**config.mk**
```make
export PLATFORM = sky130hd
export DESIGN_NAME = huffman_symbol_encoder_packer
export DESIGN_NICKNAME = d
export VERILOG_FILES = /design/src/design/hse_pkg.sv /design/src/design/hse_front.sv /design/src/design/hse_fifo.sv /design/src/design/hse_packer.sv /design/src/design/huffman_symbol_encoder_packer.sv
export SDC_FILE = /design/constraint.sdc
export NUM_CORES = 2
export LEC_CHECK = 0
export BUFFER_PORTS_ARGS = -buffer_cell sky130_fd_sc_hd__buf_2
export CAP_MARGIN = 40
export CELL_PAD_IN_SITES_DETAIL_PLACEMENT = 0
export CELL_PAD_IN_SITES_GLOBAL_PLACEMENT = 1
export CORE_ASPECT_RATIO = 0.75
export CORE_MARGIN = 4
export CORE_UTILIZATION = 45
export DETAILED_ROUTE_END_ITERATION = 16
export HOLD_SLACK_MARGIN = 0.03
export PLACE_DENSITY = 0.76
export SKIP_LAST_GASP = 1
export SLEW_MARGIN = 0
export SYNTH_ARGS = -nofsm -noshare
export SYNTH_HDL_FRONTEND = slang
export SYNTH_SLANG_ARGS = --single-unit
export TNS_END_PERCENT = 100
```
**constraint.sdc**
```tcl
create_clock -name clk -period 11 [get_ports clk]
set_clock_uncertainty 0.1 [all_clocks]
set_input_delay 2.2 -clock clk [delete_from_list [all_inputs] [get_ports clk]]
set_output_delay 2.2 -clock clk [all_outputs]
set_load 0.02 [all_outputs]
```
**src/design/hse_pkg.sv**
```systemverilog
// Package for the Huffman symbol encoder and packer: item types, the job
// record passed from lookup to packer, and fixed field widths.
// No dependencies.
package hse_pkg;

	localparam int KEY_W   = 24;
	localparam int CODE_W  = 32;
	localparam int LEN_W   = 6;
	localparam int SLOT_W  = 6;
	localparam int BYTE_W  = 8;
	localparam int PEND_W  = 7;
	localparam int CNT3_W  = 3;

	// lookup-to-packer queue
	localparam int Q_DEPTH = 2;
	localparam int QPTR_W  = $clog2(Q_DEPTH);
	localparam int QCNT_W  = $clog2(Q_DEPTH + 1);

	localparam logic REQ_LOAD  = 1'b0;
	localparam logic REQ_PIXEL = 1'b1;

	typedef struct packed {
		logic              req_type;
		logic [KEY_W-1:0]  color_key;
		logic [SLOT_W-1:0] entry_index;
		logic [CODE_W-1:0] code_value;
		logic [LEN_W-1:0]  code_length;
		logic              last_pixel;
	} req_t;

	typedef struct packed {
		logic [BYTE_W-1:0] out_byte;
		logic              last_of_run;
		logic              final_byte;
		logic              color_missing;
	} res_t;

	// one looked-up pixel; code already masked to its length
	typedef struct packed {
		logic              miss;
		logic              last_pixel;
		logic [CODE_W-1:0] code;
		logic [LEN_W-1:0]  code_length;
	} job_t;

endpackage

```
**src/design/hse_front.sv**
```systemverilog
// Front end of the encoder: accepts items, holds the code table and scans it
// for each pixel colour, then hands a job record to the queue.
// Depends on hse_pkg.
module hse_front #(
	parameter int TABLE_DEPTH  = 64,
	parameter int MAX_CODE_LEN = 32
) (
	input  logic          clk,
	input  logic          arst_n,
	input  logic          req_valid,
	output logic          req_stall,
	input  hse_pkg::req_t req_data,
	output logic          push,
	output hse_pkg::job_t push_data,
	input  logic          q_full
);
	import hse_pkg::*;

	localparam int IDX_W = $clog2(TABLE_DEPTH);
	localparam int CNT_W = $clog2(TABLE_DEPTH + 1);

	localparam logic [1:0] ST_IDLE = 2'd0;
	localparam logic [1:0] ST_SCAN = 2'd1;
	localparam logic [1:0] ST_PUSH = 2'd2;

	typedef struct packed {
		logic [KEY_W-1:0]  key;
		logic [CODE_W-1:0] code;
		logic [LEN_W-1:0]  len;
	} entry_t;

	entry_t                 mem [TABLE_DEPTH];
	logic [TABLE_DEPTH-1:0] valid_q;
	logic [1:0]             state_q;
	logic [KEY_W-1:0]       color_q;
	logic                   last_q;
	logic [CNT_W-1:0]       issue_q;
	entry_t                 rd_s1;
	logic [IDX_W-1:0]       idx_s1;
	logic                   chk_s1;
	job_t                   job_q;

	logic                   accept;
	logic                   load_wr;
	logic [IDX_W-1:0]       wr_addr;
	logic [LEN_W-1:0]       sat_len;
	logic                   issuing;
	logic                   found;
	logic                   miss_end;
	logic [CODE_W:0]        mask_w;

	assign req_stall = (state_q != ST_IDLE);
	assign accept    = req_valid && !req_stall;
	assign load_wr   = accept && (req_data.req_type == REQ_LOAD)
		&& (32'(req_data.entry_index) < 32'(TABLE_DEPTH));
	assign wr_addr   = IDX_W'(req_data.entry_index);
	assign sat_len   = (req_data.code_length > LEN_W'(MAX_CODE_LEN))
		? LEN_W'(MAX_CODE_LEN) : req_data.code_length;

	assign issuing  = (state_q == ST_SCAN) && (issue_q < CNT_W'(TABLE_DEPTH));
	assign found    = chk_s1 && valid_q[idx_s1] && (rd_s1.key == color_q);
	assign miss_end = chk_s1 && !found && (idx_s1 == IDX_W'(TABLE_DEPTH - 1));
	// all-ones above bit 31 are dropped, so lengths of 32 or more keep the whole code
	assign mask_w   = ({{CODE_W{1'b0}}, 1'b1} << rd_s1.len) - {{CODE_W{1'b0}}, 1'b1};

	assign push      = (state_q == ST_PUSH) && !q_full;
	assign push_data = job_q;

	always_ff @(posedge clk) begin
		if (load_wr) begin
			mem[wr_addr] <= '{key: req_data.color_key, code: req_data.code_value,
				len: sat_len};
		end
		rd_s1  <= mem[issue_q[IDX_W-1:0]];
		idx_s1 <= issue_q[IDX_W-1:0];
	end

	always_ff @(posedge clk or negedge arst_n) begin
		if (!arst_n) begin
			valid_q <= '0;
			state_q <= ST_IDLE;
			issue_q <= '0;
			chk_s1  <= 1'b0;
		end else begin
			if (load_wr) begin
				valid_q[wr_addr] <= 1'b1;
			end
			chk_s1 <= issuing && !(found || miss_end);
			unique case (state_q)
				ST_IDLE: begin
					issue_q <= '0;
					if (accept && req_data.req_type == REQ_PIXEL) begin
						state_q <= ST_SCAN;
					end
				end
				ST_SCAN: begin
					if (issuing) begin
						issue_q <= issue_q + CNT_W'(1);
					end
					if (found || miss_end) begin
						state_q <= ST_PUSH;
					end
				end
				ST_PUSH: begin
					if (!q_full) begin
						state_q <= ST_IDLE;
					end
				end
				default: state_q <= ST_IDLE;
			endcase
		end
	end

	always_ff @(posedge clk) begin
		if (accept) begin
			color_q <= req_data.color_key;
			last_q  <= req_data.last_pixel;
		end
		if (state_q == ST_SCAN && (found || miss_end)) begin
			job_q.miss        <= !found;
			job_q.last_pixel  <= last_q;
			job_q.code        <= rd_s1.code & mask_w[CODE_W-1:0];
			job_q.code_length <= rd_s1.len;
		end
	end

endmodule

```
**src/design/hse_fifo.sv**
```systemverilog
// Short queue of job records between the table lookup and the bit packer.
// Depends on hse_pkg.
module hse_fifo (
	input  logic          clk,
	input  logic          arst_n,
	input  logic          push,
	input  hse_pkg::job_t push_data,
	output logic          full,
	input  logic          pop,
	output hse_pkg::job_t pop_data,
	output logic          empty
);
	import hse_pkg::*;

	job_t              slot_q [Q_DEPTH];
	logic [QPTR_W-1:0] wr_ptr_q;
	logic [QPTR_W-1:0] rd_ptr_q;
	logic [QCNT_W-1:0] count_q;

	assign full     = (count_q == QCNT_W'(Q_DEPTH));
	assign empty    = (count_q == '0);
	assign pop_data = slot_q[rd_ptr_q];

	always_ff @(posedge clk) begin
		if (push && !full) begin
			slot_q[wr_ptr_q] <= push_data;
		end
	end

	always_ff @(posedge clk or negedge arst_n) begin
		if (!arst_n) begin
			wr_ptr_q <= '0;
			rd_ptr_q <= '0;
			count_q  <= '0;
		end else begin
			if (push && !full) begin
				wr_ptr_q <= (wr_ptr_q == QPTR_W'(Q_DEPTH - 1)) ? '0 : wr_ptr_q + QPTR_W'(1);
			end
			if (pop && !empty) begin
				rd_ptr_q <= (rd_ptr_q == QPTR_W'(Q_DEPTH - 1)) ? '0 : rd_ptr_q + QPTR_W'(1);
			end
			unique case ({push && !full, pop && !empty})
				2'b10:   count_q <= count_q + QCNT_W'(1);
				2'b01:   count_q <= count_q - QCNT_W'(1);
				default: count_q <= count_q;
			endcase
		end
	end

endmodule

```
**src/design/hse_packer.sv**
```systemverilog
// Back end of the encoder: takes job records, appends code bits to the running
// partial byte and emits one byte a cycle into the result register when free.
// Depends on hse_pkg.
module hse_packer #(
	parameter int MAX_CODE_LEN = 32
) (
	input  logic          clk,
	input  logic          arst_n,
	input  logic          q_empty,
	output logic          pop,
	input  hse_pkg::job_t pop_data,
	output logic          res_valid,
	input  logic          res_stall,
	output hse_pkg::res_t res_data
);
	import hse_pkg::*;

	localparam int WIDE = (MAX_CODE_LEN > CODE_W) ? MAX_CODE_LEN : CODE_W;
	localparam int XW   = PEND_W + WIDE;
	localparam int SH_W = $clog2(XW + 1);
	localparam int NB_W = $clog2(PEND_W + MAX_CODE_LEN + 1) > CNT3_W + 1
		? $clog2(PEND_W + MAX_CODE_LEN + 1) : CNT3_W + 1;

	logic              busy_q;
	logic              miss_q;
	logic              last_q;
	logic [XW-1:0]     acc_q;
	logic [NB_W-1:0]   nbits_q;
	logic [PEND_W-1:0] pend_q;
	logic [CNT3_W-1:0] cnt_q;
	logic              out_valid_q;
	res_t              out_q;

	logic              out_free;
	logic              emit;
	res_t              emit_data;
	logic              finish;
	logic              shift_byte;
	logic [NB_W-1:0]   rem;
	logic [SH_W-1:0]   sh;

	assign res_valid = out_valid_q;
	assign res_data  = out_q;
	assign out_free  = !out_valid_q || !res_stall;
	assign pop       = !busy_q && !q_empty;

	// code lands just below the leftover bits, the whole run left-aligned
	assign sh  = SH_W'(XW) - SH_W'(cnt_q) - SH_W'(pop_data.code_length);
	assign rem = nbits_q - NB_W'(BYTE_W);

	always_comb begin
		emit       = 1'b0;
		finish     = 1'b0;
		shift_byte = 1'b0;
		emit_data  = '{out_byte: acc_q[XW-1 -: BYTE_W], last_of_run: 1'b0,
			final_byte: 1'b0, color_missing: 1'b0};
		if (busy_q && out_free) begin
			priority if (miss_q) begin
				emit      = 1'b1;
				finish    = 1'b1;
				emit_data = '{out_byte: '0, last_of_run: 1'b1, final_byte: 1'b0,
					color_missing: 1'b1};
			end else if (nbits_q >= NB_W'(BYTE_W)) begin
				emit       = 1'b1;
				shift_byte = 1'b1;
				emit_data.last_of_run = (rem < NB_W'(BYTE_W)) && !(last_q && rem != '0);
			end else begin
				finish = 1'b1;
				if (last_q && nbits_q != '0) begin
					emit                  = 1'b1;
					emit_data.last_of_run = 1'b1;
					emit_data.final_byte  = 1'b1;
				end
			end
		end
	end

	always_ff @(posedge clk or negedge arst_n) begin
		if (!arst_n) begin
			busy_q      <= 1'b0;
			pend_q      <= '0;
			cnt_q       <= '0;
			out_valid_q <= 1'b0;
		end else begin
			if (pop) begin
				busy_q <= 1'b1;
			end else if (finish) begin
				busy_q <= 1'b0;
			end
			// a found pixel keeps its leftover bits unless it was the last; a miss leaves them untouched
			if (finish && !miss_q) begin
				pend_q <= last_q ? '0 : acc_q[XW-1 -: PEND_W];
				cnt_q  <= last_q ? '0 : nbits_q[CNT3_W-1:0];
			end
			if (out_free) begin
				out_valid_q <= emit;
			end
		end
	end

	always_ff @(posedge clk) begin
		if (pop) begin
			miss_q  <= pop_data.miss;
			last_q  <= pop_data.last_pixel;
			acc_q   <= {pend_q, {(XW - PEND_W){1'b0}}} | (XW'(pop_data.code) << sh);
			nbits_q <= NB_W'(cnt_q) + NB_W'(pop_data.code_length);
		end else if (shift_byte) begin
			acc_q   <= acc_q << BYTE_W;
			nbits_q <= rem;
		end
		if (out_free && emit) begin
			out_q <= emit_data;
		end
	end

endmodule

```
**src/design/huffman_symbol_encoder_packer.sv**
```systemverilog
// Huffman symbol encoder and bit packer. A load item writes a table slot and leaves
// the request side free. A pixel item holds the request side while the table memory
// is scanned one slot a cycle from slot zero through the single table read port;
// the request side is freed once the pixel's job record, hit or miss, enters the
// queue, so a full queue keeps it held. The packer behind a two-entry queue loads
// each job record and, while the result register is free, emits its full bytes one
// a cycle (up to five per pixel, counting the closing byte), then closes the pixel,
// where the padded closing byte of a last pixel leaves. It keeps working while the
// next pixel is looked up. Results wait in an output register until taken.
// Depends on hse_pkg, hse_front, hse_fifo, hse_packer.
module huffman_symbol_encoder_packer #(
	parameter int TABLE_DEPTH  = 64,
	parameter int MAX_CODE_LEN = 32
) (
	input  logic          clk,
	input  logic          arst_n,
	input  logic          req_valid,
	output logic          req_stall,
	input  hse_pkg::req_t req_data,
	output logic          res_valid,
	input  logic          res_stall,
	output hse_pkg::res_t res_data
);
	import hse_pkg::*;

	logic q_push;
	job_t q_push_data;
	logic q_full;
	logic q_pop;
	job_t q_pop_data;
	logic q_empty;

	hse_front #(
		.TABLE_DEPTH (TABLE_DEPTH),
		.MAX_CODE_LEN(MAX_CODE_LEN)
	) u_front (
		.clk      (clk),
		.arst_n   (arst_n),
		.req_valid(req_valid),
		.req_stall(req_stall),
		.req_data (req_data),
		.push     (q_push),
		.push_data(q_push_data),
		.q_full   (q_full)
	);

	hse_fifo u_fifo (
		.clk      (clk),
		.arst_n   (arst_n),
		.push     (q_push),
		.push_data(q_push_data),
		.full     (q_full),
		.pop      (q_pop),
		.pop_data (q_pop_data),
		.empty    (q_empty)
	);

	hse_packer #(
		.MAX_CODE_LEN(MAX_CODE_LEN)
	) u_packer (
		.clk      (clk),
		.arst_n   (arst_n),
		.q_empty  (q_empty),
		.pop      (q_pop),
		.pop_data (q_pop_data),
		.res_valid(res_valid),
		.res_stall(res_stall),
		.res_data (res_data)
	);

endmodule

```
==> run summary <==
outcome -> completed
reg2reg setup slack -> 6.18 ns
capture point of the worst path -> u_front.mem[11][49]
die boundary height -> 535 µm
die width -> 710 µm
count of cells along the worst register-to-register path -> 12
Area Growth Syn to Fin -> 13.2%
Port Buf Inserts -> 86
final-layout setup total negative slack -> 0 ns
proportion of synthesized flip-flops having asynchronous set or reset -> 0.0208
endpoint required time on the critical path -> 11.43 ns
post-CTS sizing -> 0
number of hold violations in the final report -> 0
number of global-route vias before repair -> 77.0k
leakage component of the power -> 58.1 nW
placer congestion estimate -> 0.830
crit path kind -> primary input to flop
CTS clock-pin slew for the worst setup and hold paths -> 0.07 ns
maximum clock insertion buffer count -> 4
clock tree from TritonCTS -> yes
post-synthesis mux area share -> 0.190
clock latency on the worst-skew pair -> 0.91 ns
power per unit of standard cell area -> 170 nW/µm²
I/O pins -> 87
Die ar. -> 380000 µm²
main combinational cell family by area after synthesis -> multiplexers
highest clock rate -> 196 MHz
worst hold slack across all endpoints -> 0.330 ns
total clock buffers created by CTS -> 395
post-detailed-routing wire length -> 413 mm
Synth Warn # -> 0
type of element launching the critical path -> primary input
unrepaired setup endpoints after global routing -> false
startpoint of the worst setup timing path -> req_valid
compound-gate portion of the synthesized area -> 0.00803
total of hold buffers inserted after clock tree synthesis -> 0
clock tree sinks -> 4329
leftover overflow at the end of global routing -> 0
Post-Synthesis Mean Instance Area -> 24.2 µm²
starting density of the core -> 0.452
measured slew at the worst slew-check pin -> 1.03 ns
largest driver fanout on the critical path -> 25
iteration count of the initial detailed-routing pass -> 5
average vias per placed instance -> 6.26
count of flip-flops with a built-in enable after synthesis -> 4171
routed length per instance -> 33.1 µm
maximum ir drop on the vdd rail -> 164 µV
DRT antenna net count -> 0
total of flip-flops plus latches after synthesis -> 4329
Min-Delay Path Class -> flop to flop
count of final setup violators -> 0
Critical Path End Type -> flop
source of the worst register-to-register timing path -> u_fifo.rd_ptr_q
H-tree lvl count -> 5
number of max-cap violations -> 0
site row count -> 193
share of synthesized cell area in full adder, half adder and majority cells -> 0.00129
post-CTS setup repair buffer count -> 0
gate count of the mapped netlist -> 6861
part of the cycle the worst path needs -> 0.464
post-layout net count -> 7363
CORE AREA -> 368000 µm²
Cell Count Post-Placement -> 11.7k
share of post-route cells with drive strength above 1 -> 0.330
shortest clock period the worst path allows after layout -> 5.10 ns
Final Slew Violations -> 0
non-filler cells, final -> 12.5k
post-synthesis xor/xnor area fraction -> 0.00216
Post-Syn Nets -> 6951
fraction of the yosys area taken by sequential cells -> 0.775
Clk Tree Root Cell -> sky130_fd_sc_hd__clkbuf_16
number of antenna violations at the first check in global routing -> 43
initial DRC count -> 12.5k
HPWL after DPL -> 237 mm
wire length of the first global-routing pass -> 590 mm
number of unique standard cell types used by synthesis -> 72
overall routing resource usage -> 0.217
Post-Syn Area -> 166000 µm²
Rel. slew slack -> 0.312
R2R Path End -> u_packer.acc_q[37]
simple logic cell fraction of the synthesized area -> 0.0139
residual DRC count -> 0
dominant synthesized flop cell -> sky130_fd_sc_hd__edfxtp_1
pin count of the biggest net entering global routing -> 141
arrival time of data at the critical path endpoint -> 5.53 ns
routed via count -> 78.2k
## state kept, by name, summed over array words and instances (netlist names), 7 cells and up
name,count
u_front.valid_q,64
u_packer.res_data,11
u_front.rd_s1,62
u_front.color_q,24
u_fifo.slot_q,80
u_front.mem,3968
u_front.issue_q,7
u_front.push_data,40
u_packer.acc_q,39
u_packer.pend_q,7
## cell usage in the layout, fill, tap and decap left out, types with 28 or more instances in the layout
cell / netlist / layout
sky130_fd_sc_hd__buf_4: 4 / 196
sky130_fd_sc_hd__nor2_1: 133 / 67
sky130_fd_sc_hd__edfxtp_1: 4171 / 4171
sky130_fd_sc_hd__clkbuf_1: 216 / 97
sky130_fd_sc_hd__mux2i_1: 28 / 28
sky130_fd_sc_hd__dfrtp_1: 90 / 83
sky130_fd_sc_hd__a21oi_1: 33 / 32
sky130_fd_sc_hd__o21ai_0: 36 / 35
sky130_fd_sc_hd__clkinv_2: 0 / 63
sky130_fd_sc_hd__clkinv_1: 1 / 58
sky130_fd_sc_hd__clkbuf_16: 0 / 405
sky130_fd_sc_hd__nor2_4: 0 / 66
sky130_fd_sc_hd__mux4_2: 1382 / 1382
sky130_fd_sc_hd__nand2_1: 109 / 109
sky130_fd_sc_hd__bufinv_16: 0 / 33
sky130_fd_sc_hd__dfxtp_1: 68 / 68
sky130_fd_sc_hd__buf_2: 88 / 85
sky130_fd_sc_hd__buf_12: 0 / 64
sky130_fd_sc_hd__or2_2: 67 / 67
## power breakdown
part / total, mW / internal (mW) / leakage (nW) / switching [mW]
Sequential: 18.0 / 18.0 / 38.8 / 0.0000000000000000215
Clock: 13.7 / 7.73 / 6.25 / 5.95
Combinational: 0.316 / 0.0436 / 13.1 / 0.272
Total: 32.0 / 25.8 / 58.1 / 6.22
## worst min-delay path by stage
| stage | to | slack (ns) | cells after the start | start |
|---|---|---|---|---|
| after floorplan | u_front.idx_s1[3] | 0.25 | 0 | u_front.issue_q[3] |
| after detailed placement | u_fifo.slot_q[1][16] | 0.34 | 0 | u_front.push_data[16] |
| after CTS | u_fifo.slot_q[1][24] | 0.32 | 0 | u_front.push_data[24] |
| after global placement | u_fifo.slot_q[0][1] | 0.33 | 0 | u_front.push_data[1] |
| final | u_fifo.slot_q[1][24] | 0.33 | 0 | u_front.push_data[24] |
| after global routing | u_fifo.slot_q[1][24] | 0.34 | 0 | u_front.push_data[24] |
## Yosys cell counts (27+ instances only)
| cell | number | area [µm²] |
|---|---|---|
| sky130_fd_sc_hd__mux2i_1 | 28 | 280 |
| sky130_fd_sc_hd__dfxtp_1 | 68 | 1360 |
| sky130_fd_sc_hd__buf_2 | 88 | 440 |
| sky130_fd_sc_hd__nand2_1 | 109 | 409 |
| sky130_fd_sc_hd__nor2_1 | 133 | 499 |
| sky130_fd_sc_hd__a21oi_1 | 33 | 165 |
| sky130_fd_sc_hd__nand3_1 | 27 | 135 |
| sky130_fd_sc_hd__mux4_2 | 1382 | 31100 |
| sky130_fd_sc_hd__dfrtp_1 | 90 | 2250 |
| sky130_fd_sc_hd__o21ai_0 | 36 | 180 |
| sky130_fd_sc_hd__edfxtp_1 | 4171 | 125000 |
| sky130_fd_sc_hd__or2_2 | 67 | 419 |
| sky130_fd_sc_hd__clkbuf_1 | 216 | 811 |
| sky130_fd_sc_hd__buf_1 | 53 | 199 |
## kinds of logic (layout without fill, tap and decap cells)
| kind of cell | Yosys count | in the layout |
|---|---|---|
| fa+ha+maj | 16 | 16 |
| other cells | 0 | 9 |
| buf+inv | 385 | 1116 |
| flops | 4329 | 4329 |
| simple gates | 467 | 467 |
| compound gates | 189 | 189 |
| xor+xnor | 41 | 41 |
| mux | 1434 | 1434 |
## metrics by stage
| stage | area, µm² | total power [mW] | setup WS (ns) | util |
|---|---|---|---|---|
| finish | 188000 | 32.0 | 5.90 | 0.511 |
| global route | 188000 | 33.0 | 5.71 | 0.511 |
| CTS | 188000 | 32.2 | 5.94 | 0.511 |
| detailed placement | 175000 | 18.7 | 4.96 | 0.476 |
| global placement | 174000 | 18.7 | 4.37 | 0.472 |
| floorplan | 166000 | 18.4 | 4.76 | - |
## cell type report
class,count,area [µm²]
diodes,9,22.5
clock buffers,528,10900
clock inverters,188,1950
fillers,27500,180000
inverters,22,82.6
multi-input cells,2147,36500
flip-flops and latches,4329,129000
well taps,4875,6100
repair buffers,378,3960
## per-layer routing
metal | wire (µm) | part of all wire | GRT usage | vias up
met5 | 82 | 0.00020 | 0 | -
met3 | 49400 | 0.12 | 0.0500 | 610
met4 | 10900 | 0.027 | 0.0553 | 12
met2 | 188000 | 0.45 | 0.320 | 5165
met1 | 165000 | 0.40 | 0.329 | 41900
li1 | - | - | - | 30400
## critical path: stages
cell	delay [ns]
sky130_fd_sc_hd__buf_2	0.08
sky130_fd_sc_hd__nand2_1	0.09
sky130_fd_sc_hd__nor3b_1	0.33
sky130_fd_sc_hd__buf_4	0.22
sky130_fd_sc_hd__buf_4	0.15
sky130_fd_sc_hd__nand2_1	0.41
sky130_fd_sc_hd__nor2_4	0.79
sky130_fd_sc_hd__buf_4	0.58
sky130_fd_sc_hd__buf_4	0.57
No activity file was read; power rests on OpenSTA's default activity.
